### src/sv/assert_macros.svh
// Assertion macros shared by the Base64 stream encoder RTL.
// Each macro expects signals named clk and rst_n in the enclosing scope.
`ifndef ASSERT_MACROS_SVH
`define ASSERT_MACROS_SVH

// Same-cycle implication, checked outside reset.
`define B64E_ASSERT_IMP(label, ante, cons) \
    label: assert property (@(posedge clk) disable iff (!rst_n) (ante) |-> (cons)) \
        else $error("b64e assertion failed");

// Next-cycle implication, checked outside reset.
`define B64E_ASSERT_NXT(label, ante, cons) \
    label: assert property (@(posedge clk) disable iff (!rst_n) (ante) |=> (cons)) \
        else $error("b64e assertion failed");

`endif

### src/sv/b64e_pkg.sv
// Types, constants and the alphabet function of the Base64 stream encoder.
// No dependencies; used by the front end, queue, back end, top level and checker.
package b64e_pkg;

    localparam logic [7:0] PAD_CHAR = 8'h3D;

    // One queued command: the characters that one input byte causes.
    typedef struct packed {
        logic [3:0][5:0] sextet;   // sextet[0] is emitted first
        logic [1:0]      nchar_m1; // number of characters minus one
        logic [1:0]      npad;     // trailing '=' characters among them
        logic            last;     // the command ends the message
    } entry_t;

    // Standard alphabet: A-Z, a-z, 0-9, '+', '/'.
    function automatic logic [7:0] sextet_to_ascii(input logic [5:0] v);
        logic [7:0] code;
        code = 8'h2F;
        if (v < 6'd26) begin
            code = 8'h41 + {2'b00, v};
        end else if (v < 6'd52) begin
            code = 8'h61 + ({2'b00, v} - 8'd26);
        end else if (v < 6'd62) begin
            code = 8'h30 + ({2'b00, v} - 8'd52);
        end else if (v == 6'd62) begin
            code = 8'h2B;
        end
        return code;
    endfunction

endpackage

### src/sv/b64e_stream_if.sv
// Handshake channels of the Base64 stream encoder: message bytes in, characters out.
// No dependencies.
interface b64e_byte_if;
    logic       valid;
    logic       ready;
    logic [7:0] data_byte;
    logic       last_byte;

    modport source (output valid, output data_byte, output last_byte, input ready);
    modport sink   (input valid, input data_byte, input last_byte, output ready);
endinterface

interface b64e_char_if;
    logic       valid;
    logic       ready;
    logic [7:0] out_char;
    logic       last_char;

    modport source (output valid, output out_char, output last_char, input ready);
    modport sink   (input valid, input out_char, input last_char, output ready);
endinterface

### src/sv/b64e_front.sv
// Front end: accepts message bytes, tracks the group phase and carry bits,
// and turns each byte into one queue command. Depends on b64e_pkg, b64e_byte_if.
module b64e_front
(
    input  logic                clk,
    input  logic                rst_n,
    b64e_byte_if.sink           msg,
    input  logic                full,
    output logic                push,
    output b64e_pkg::entry_t    entry,
    output logic [1:0]          phase
);

    localparam logic [1:0] PH_FIRST  = 2'd0;
    localparam logic [1:0] PH_SECOND = 2'd1;
    localparam logic [1:0] PH_THIRD  = 2'd2;

    logic [1:0] phase_reg;
    logic [1:0] phase_next;
    logic [3:0] carry_reg;
    logic [3:0] carry_next;
    logic [7:0] b;
    logic       fin;

    assign msg.ready = !full;
    assign push      = msg.valid && !full;
    assign phase     = phase_reg;
    assign b         = msg.data_byte;
    assign fin       = msg.last_byte;

    always_comb
    begin
        entry          = '0;
        entry.last     = fin;
        phase_next     = PH_FIRST;
        carry_next     = 4'd0;
        case (phase_reg)
            PH_SECOND:
            begin
                entry.sextet[0] = {carry_reg[1:0], b[7:4]};
                if (fin)
                begin
                    entry.sextet[1] = {b[3:0], 2'b00};
                    entry.nchar_m1  = 2'd2;
                    entry.npad      = 2'd1;
                end
                else
                begin
                    phase_next = PH_THIRD;
                    carry_next = b[3:0];
                end
            end
            PH_THIRD:
            begin
                entry.sextet[0] = {carry_reg, b[7:6]};
                entry.sextet[1] = b[5:0];
                entry.nchar_m1  = 2'd1;
            end
            default:
            begin
                // The unused fourth phase code behaves as the start of a group.
                entry.sextet[0] = b[7:2];
                if (fin)
                begin
                    entry.sextet[1] = {b[1:0], 4'b0000};
                    entry.nchar_m1  = 2'd3;
                    entry.npad      = 2'd2;
                end
                else
                begin
                    phase_next = PH_SECOND;
                    carry_next = {2'b00, b[1:0]};
                end
            end
        endcase
    end

    always_ff @(posedge clk or negedge rst_n)
    begin
        if (!rst_n)
        begin
            phase_reg <= PH_FIRST;
            carry_reg <= 4'd0;
        end
        else if (push)
        begin
            phase_reg <= phase_next;
            carry_reg <= carry_next;
        end
    end

endmodule

### src/sv/b64e_queue.sv
// Command queue between the front end and the character emitter.
// Circular buffer in flip-flops. Depends on b64e_pkg.
module b64e_queue
#(
    parameter int DEPTH = 2
)
(
    input  logic                          clk,
    input  logic                          rst_n,
    input  logic                          push,
    input  b64e_pkg::entry_t              entry_in,
    output logic                          full,
    output logic                          head_valid,
    output b64e_pkg::entry_t              head,
    input  logic                          pop,
    output logic [$clog2(DEPTH+1)-1:0]    count
);

    localparam int IDX_W = $clog2(DEPTH);
    localparam int CNT_W = $clog2(DEPTH + 1);

    b64e_pkg::entry_t   mem [DEPTH];
    logic [IDX_W-1:0]   wr_ptr_reg;
    logic [IDX_W-1:0]   rd_ptr_reg;
    logic [CNT_W-1:0]   count_reg;
    logic [CNT_W-1:0]   count_next;

    assign full       = (count_reg == CNT_W'(DEPTH));
    assign head_valid = (count_reg != '0);
    assign head       = mem[rd_ptr_reg];
    assign count      = count_reg;

    always_comb
    begin
        count_next = count_reg;
        if (push && !pop)
        begin
            count_next = count_reg + 1'b1;
        end
        else if (pop && !push)
        begin
            count_next = count_reg - 1'b1;
        end
    end

    always_ff @(posedge clk)
    begin
        if (push)
        begin
            mem[wr_ptr_reg] <= entry_in;
        end
    end

    always_ff @(posedge clk or negedge rst_n)
    begin
        if (!rst_n)
        begin
            wr_ptr_reg <= '0;
            rd_ptr_reg <= '0;
            count_reg  <= '0;
        end
        else
        begin
            count_reg <= count_next;
            if (push)
            begin
                wr_ptr_reg <= (wr_ptr_reg == IDX_W'(DEPTH - 1)) ? '0 : wr_ptr_reg + 1'b1;
            end
            if (pop)
            begin
                rd_ptr_reg <= (rd_ptr_reg == IDX_W'(DEPTH - 1)) ? '0 : rd_ptr_reg + 1'b1;
            end
        end
    end

endmodule

### src/sv/b64e_back.sv
// Back end: walks the queue head into an output register, one character per cycle
// while enc is not stalled. Depends on b64e_pkg and b64e_char_if.
module b64e_back
(
    input  logic                clk,
    input  logic                rst_n,
    input  logic                head_valid,
    input  b64e_pkg::entry_t    head,
    output logic                pop,
    b64e_char_if.source         enc,
    output logic [1:0]          char_idx
);

    logic [1:0] idx_reg;
    logic [1:0] idx_next;
    logic       oval_reg;
    logic       oval_next;
    logic [7:0] char_reg;
    logic       last_reg;
    logic       load;
    logic       is_end;
    logic       is_pad;
    logic [7:0] char_code;

    assign load   = head_valid && (!oval_reg || enc.ready);
    assign is_end = (idx_reg == head.nchar_m1);
    // Pads fill the tail of the command's characters.
    assign is_pad = ({1'b0, idx_reg} + {1'b0, head.npad}) > {1'b0, head.nchar_m1};
    assign pop    = load && is_end;

    assign char_code = is_pad ? b64e_pkg::PAD_CHAR
                              : b64e_pkg::sextet_to_ascii(head.sextet[idx_reg]);

    assign idx_next  = is_end ? 2'd0 : idx_reg + 2'd1;
    assign oval_next = load ? 1'b1 : (enc.ready ? 1'b0 : oval_reg);

    assign enc.valid     = oval_reg;
    assign enc.out_char  = char_reg;
    assign enc.last_char = last_reg;
    assign char_idx      = idx_reg;

    always_ff @(posedge clk)
    begin
        if (load)
        begin
            char_reg <= char_code;
            last_reg <= head.last && is_end;
        end
    end

    always_ff @(posedge clk or negedge rst_n)
    begin
        if (!rst_n)
        begin
            idx_reg  <= 2'd0;
            oval_reg <= 1'b0;
        end
        else
        begin
            oval_reg <= oval_next;
            if (load)
            begin
                idx_reg <= idx_next;
            end
        end
    end

endmodule

### src/sv/base64_stream_encoder_unit.sv
// Top level of the Base64 stream encoder: front end, command queue, character emitter.
// Depends on b64e_pkg, b64e_stream_if, b64e_front, b64e_queue, b64e_back, assert_macros.svh.
//
//   channel | dir | payload                  | beat
//   --------+-----+--------------------------+-----------------------------------
//   msg     | in  | data_byte[7:0] last_byte | one message byte
//   enc     | out | out_char[7:0] last_char  | one Base64 character or '=' pad
//
// A byte is taken whenever the queue has room; it yields one to four characters,
// and the emitter sends them from its output register, one character per cycle
// while enc is ready, also in long messages. The first character of a byte passes
// through the queue and then the output register before it is valid.
// Reset clears the group phase, carry bits, queue pointers and count, and output valid flag.
// A stall on enc holds the output register; once the queue fills, msg.ready drops.
`include "assert_macros.svh"

module base64_stream_encoder_unit
#(
    parameter int QUEUE_DEPTH = 2
)
(
    input  logic        clk,
    input  logic        rst_n,
    b64e_byte_if.sink   msg,
    b64e_char_if.source enc
);

    localparam int CNT_W = $clog2(QUEUE_DEPTH + 1);

    logic               push;
    logic               full;
    logic               head_valid;
    logic               pop;
    logic [1:0]         phase;
    logic [1:0]         char_idx;
    logic [CNT_W-1:0]   q_count;
    b64e_pkg::entry_t   entry;
    b64e_pkg::entry_t   head;

    b64e_front u_front
    (
        .clk   (clk),
        .rst_n (rst_n),
        .msg   (msg),
        .full  (full),
        .push  (push),
        .entry (entry),
        .phase (phase)
    );

    b64e_queue
    #(
        .DEPTH (QUEUE_DEPTH)
    )
    u_queue
    (
        .clk        (clk),
        .rst_n      (rst_n),
        .push       (push),
        .entry_in   (entry),
        .full       (full),
        .head_valid (head_valid),
        .head       (head),
        .pop        (pop),
        .count      (q_count)
    );

    b64e_back u_back
    (
        .clk        (clk),
        .rst_n      (rst_n),
        .head_valid (head_valid),
        .head       (head),
        .pop        (pop),
        .enc        (enc),
        .char_idx   (char_idx)
    );

    // A final byte always returns the encoder to the start of a group.
    `B64E_ASSERT_NXT(a_final_resets_phase, msg.valid && msg.ready && msg.last_byte, phase == 2'd0)
    // A byte is only taken while the queue has a free slot.
    `B64E_ASSERT_IMP(a_no_overflow, msg.valid && msg.ready, q_count < CNT_W'(QUEUE_DEPTH))
    // With nothing queued and nothing held, no character can appear next cycle.
    `B64E_ASSERT_NXT(a_no_phantom_char, (q_count == '0) && !enc.valid, !enc.valid)
    // The message's final character leaves only after its command is fully walked.
    `B64E_ASSERT_IMP(a_last_char_idx, enc.valid && enc.ready && enc.last_char, char_idx == 2'd0)

endmodule

### src/flat_wrapper.sv
// flat-port wrapper written by rule: the top's interface ports become plain ports
module base64_stream_encoder_unit_flat 
#(
    parameter int QUEUE_DEPTH = 2
)
  (clk, rst_n, msg_valid, msg_data_byte, msg_last_byte, msg_ready, enc_valid, enc_out_char, enc_last_char, enc_ready);
  b64e_byte_if msg_i ();
  b64e_char_if enc_i ();
  input  logic clk;
  input  logic rst_n;
  input wire logic [$bits(msg_i.valid)-1:0] msg_valid;
  input wire logic [$bits(msg_i.data_byte)-1:0] msg_data_byte;
  input wire logic [$bits(msg_i.last_byte)-1:0] msg_last_byte;
  output wire logic [$bits(msg_i.ready)-1:0] msg_ready;
  output wire logic [$bits(enc_i.valid)-1:0] enc_valid;
  output wire logic [$bits(enc_i.out_char)-1:0] enc_out_char;
  output wire logic [$bits(enc_i.last_char)-1:0] enc_last_char;
  input wire logic [$bits(enc_i.ready)-1:0] enc_ready;
  assign msg_i.valid = msg_valid;
  assign msg_i.data_byte = msg_data_byte;
  assign msg_i.last_byte = msg_last_byte;
  assign msg_ready = msg_i.ready;
  assign enc_valid = enc_i.valid;
  assign enc_out_char = enc_i.out_char;
  assign enc_last_char = enc_i.last_char;
  assign enc_i.ready = enc_ready;
  base64_stream_encoder_unit #(.QUEUE_DEPTH(QUEUE_DEPTH)) u_core (.clk(clk), .rst_n(rst_n), .msg(msg_i), .enc(enc_i));
endmodule
### config.mk
export PLATFORM = sky130hd
export DESIGN_NAME = base64_stream_encoder_unit_flat
export DESIGN_NICKNAME = d
export VERILOG_FILES = /design/src/sv/b64e_pkg.sv /design/src/sv/b64e_stream_if.sv /design/src/sv/b64e_front.sv /design/src/sv/b64e_queue.sv /design/src/sv/b64e_back.sv /design/src/sv/base64_stream_encoder_unit.sv /design/src/flat_wrapper.sv
export VERILOG_INCLUDE_DIRS = /design/src /design/src/sv
export SDC_FILE = /design/constraint.sdc
export NUM_CORES = 1
export LEC_CHECK = 0
export ABC_AREA = 0
export BUFFER_PORTS_ARGS = -buffer_cell sky130_fd_sc_hd__buf_2
export CORE_ASPECT_RATIO = 1.25
export CORE_MARGIN = 1.5
export CORE_UTILIZATION = 60
export DETAILED_ROUTE_END_ITERATION = 10
export PLACE_DENSITY_LB_ADDON = 0.1
export SYNTH_ARGS = -nofsm -noshare
export SYNTH_HDL_FRONTEND = slang
export SYNTH_SLANG_ARGS = --single-unit
### constraint.sdc
create_clock -name clk -period 7.3 [get_ports clk]
set_clock_uncertainty 0.1 [all_clocks]
set_input_delay 0.73 -clock clk [delete_from_list [all_inputs] [get_ports clk]]
set_output_delay 0.73 -clock clk [all_outputs]
set_load 0.02 [all_outputs]
==> summary.txt <==
Yosys
  – Top FF cell, synth: edfxtp_1
  – Largest family of logic cells by synthesized area: compound AO/OA/AOI/OAI gates
  – Proportion of synthesized area in mux cells: 8.90%
  – Post-Syn Instances: about 260
  – Adder-Cell Fraction of Synth Area: 6.40%
  – Yosys reg bits: 56
  – Syn nets: 284
  – Post-synth EDFFs: 43
  – Synthesis Warnings: 0
  – Simple-Gate Fraction of Synth Area: about an eighth
  – Post-synthesis sequential area ratio: 53.0%
  – Share of flip-flops with an asynchronous set or reset: 23.2%
  – Syn_area_per_cell: 11.9 µm²
  – Synth Cell Area: 3050 µm²
  – Compound-Gate Fraction of Synth Area: 12.3%
  – XOR/XNOR share of the synthesized area: between 3 and 4%
  – Unique masters post-synth: 46

Timing
  – Peak Freq: 0.259 GHz
  – Fin crit share: between 50% and 60%
  – Final Hold Vio Count: 0
  – Final TNS setup: 0 ns
  – Worst Tran Pin Value: around 1.1 ns
  – Slew margin rel.: 27.6%
  – RSZ-0062 raised after global routing: false
  – Setup violators final: 0
  – Final Max Slew Viols: 0
  – Final worst path period need: 3.85 ns
  – Setup ws final: 3.45 ns

Finish
  – Max FFs per register: 34
  – Final cell count without fillers: ~340
  – Layout Utilization: 68.8%
  – Nets: 304
  – Area grow syn2layout: 8.20%
  – Layout cell share with drive strength beyond 1: roughly 16%
  – # diodes: 0

GRT
  – Vias in the first global route: 1987
  – First-pass GRT wire length: 9260 µm
  – GRT Overall Usage: a little under a quarter
  – Largest net degree at the start of global routing: 19
  – Antenna violations before repair: 0
  – Total gr overflow: 0

Critical path
  – Slowest cell on the critical path: dfrtp_1
  – Crit Reg-Reg Endpoint: u_core.u_back.enc.out_char[6]
  – Worst Path Buf+Inv: 0
  – RR Startpoint: u_core.u_queue.rd_ptr_reg
  – Crit path largest cell delay: 0.86 ns
  – R2R setup slack: 3.45 ns
  – Worst EP required: approximately 7.4 ns
  – Kind of critical path: flip-flop to flip-flop
  – Worst path arrival time: between 3 and 4 ns
  – Setup crit start kind: flip-flop
  – Crit. End Element: flip-flop
  – Worst-path maximum fanout: 16
  – Crit path cell chain: mux2_2 -> ha_1 -> fa_1 -> ha_1 -> nor2b_1 -> o21ai_0 -> nor2b_1 -> nand2_1 -> or4_1 -> nand3_1
  – Crit-path leading delay family: simple AND/OR/NAND/NOR gates
  – Register-to-Register Path Depth: 10

Clock tree
  – CTS hold repair buffers: 0
  – Num CTS Buffers: 5
  – Cells resized by post-CTS repair: 0
  – Clock root cell: clkbuf_8
  – Setup Buffers After CTS: 0
  – H-tree Lvls: 2
  – Worst-path clk slew: approximately 0.1 ns
  – Clock Latency Late Sink: 0.31 ns
  – CTS tree: built
  – Clk sinks: 56
  – Max clock buf depth: 2

Routing
  – Avg Vias per Cell: 6.03
  – Via count: 2033
  – Initial drt markers: 246
  – First-pass DRT Iterations: 4
  – Post-route DRC: 0
  – Drt total wl: 5680 µm
  – Routed len/inst: between 15 and 20 µm
  – ANT nets after route: 0

Placed design
  – Port-buffer cells: 23
  – DP Worst Slack: 3.45 ns
  – Post-Place Cells: 329
  – Hpwl dp: 4280 µm
  – Placer Congestion: 0.934

Die
  – Die H: 82.7 µm
  – Die width: 66.8 µm
  – Initial Util: 63.6%
  – # rows: 28
  – I/O pins: 24
  – Core Area: around 4800 µm²
  – Die area: 5530 µm²

Flow run
  – Max cap viols: 0

Status
  – Status: finished clean

Hold path
  – Worst Hold Class: input port to async pin
[cell usage in the layout, fill, tap and decap left out, types with 3 or more instances in the layout]
cell type / Yosys / routed
mux2_2: 5 / 5
xor2_1: 6 / 6
nor2_1: 15 / 15
nor2b_1: 6 / 6
inv_1: 12 / 12
nand2_1: 22 / 22
edfxtp_1: 43 / 43
nand3_1: 5 / 5
ha_1: 14 / 14
o21ai_0: 17 / 17
and2_1: 6 / 6
and3_1: 4 / 4
buf_2: 2 / 23
nand2b_1: 3 / 3
mux2i_1: 8 / 8
mux4_2: 6 / 6
a22oi_1: 10 / 10
xnor2_1: 7 / 7
dfrtp_1: 13 / 13
a21oi_1: 7 / 7
clkbuf_8: 0 / 5
a22o_1: 7 / 7
[layout make-up]
class                           instances  area, µm²
Tap cell                               60       75.1
Multi-Input combinational cell        176       1330
Clock inverter                          2       38.8
Timing Repair Buffer                   24        123
Sequential cell                        56       1620
Clock buffer                            6       72.6
Inverter                               13       48.8
Fill cell                             369       1500
[through the flow]
stage	cell area, µm²	hold slack (ns)
floorplan	3050	0.334
global placement	3190	0.378
detailed placement	3190	0.385
CTS	3300	0.199
global route	3300	0.210
finish	3300	0.191
[worst max-delay path by stage]
stage,start,to,slack [ns],depth (start not counted)
2_1_floorplan,u_core.u_queue.rd_ptr_reg,u_core.u_back.enc.out_char[6],3.85,12
3_3_place_gp,u_core.u_queue.rd_ptr_reg,u_core.u_back.enc.out_char[6],3.55,10
3_5_place_dp,u_core.u_queue.rd_ptr_reg,u_core.u_back.enc.out_char[6],3.45,10
4_1_cts,u_core.u_queue.rd_ptr_reg,u_core.u_back.enc.out_char[6],3.43,10
5_1_grt,u_core.u_queue.rd_ptr_reg,u_core.u_back.enc.out_char[6],3.14,10
6_report,u_core.u_queue.rd_ptr_reg,u_core.u_back.enc.out_char[6],3.45,10
[metal layers]
| layer | GRT usage, % | wire, µm | vias to the layer above |
|---|---|---|---|
| li1 | - | - | 988 |
| met1 | 27.4 | 2300 | 960 |
| met2 | 39.9 | 2970 | 65 |
| met3 | 4.74 | 205 | 20 |
| met4 | 11.0 | 197 | 0 |
| met5 | 0 | 0 | - |
[cell usage after synthesis (2+ instances only)]
cell | n | area share [%]
clkbuf_1 | 7 | 0.86
o21ai_0 | 17 | 2.8
or3_1 | 2 | 0.41
nand2_1 | 22 | 2.7
edfxtp_1 | 43 | 42
nor2b_1 | 6 | 1.2
a22o_1 | 7 | 2.0
o221ai_1 | 2 | 0.57
and2_1 | 6 | 1.2
dfrtp_1 | 13 | 11
a2bb2oi_1 | 2 | 0.57
a21oi_1 | 7 | 1.1
inv_1 | 12 | 1.5
and3_1 | 4 | 0.82
ha_1 | 14 | 5.7
nor2_1 | 15 | 1.8
o21a_1 | 2 | 0.49
xnor2_1 | 7 | 2.0
mux4_2 | 6 | 4.4
buf_6 | 2 | 0.74
buf_2 | 2 | 0.33
mux2i_1 | 8 | 2.6
mux2_2 | 5 | 1.8
a22oi_1 | 10 | 2.5
xor2_1 | 6 | 1.7
nand2b_1 | 3 | 0.62
or2_2 | 2 | 0.41
o311ai_0 | 2 | 0.57
nand3_1 | 5 | 0.82
[cell families after synthesis]
group	after synthesis
mux	19
xor+xnor	13
flops	56
simple gates	74
fa+ha+maj	15
compound gates	55
buf+inv	24
Power is left out: the tool's default activity adds up to more than one toggle a clock period on the data nets, which glitch-free logic cannot reach.
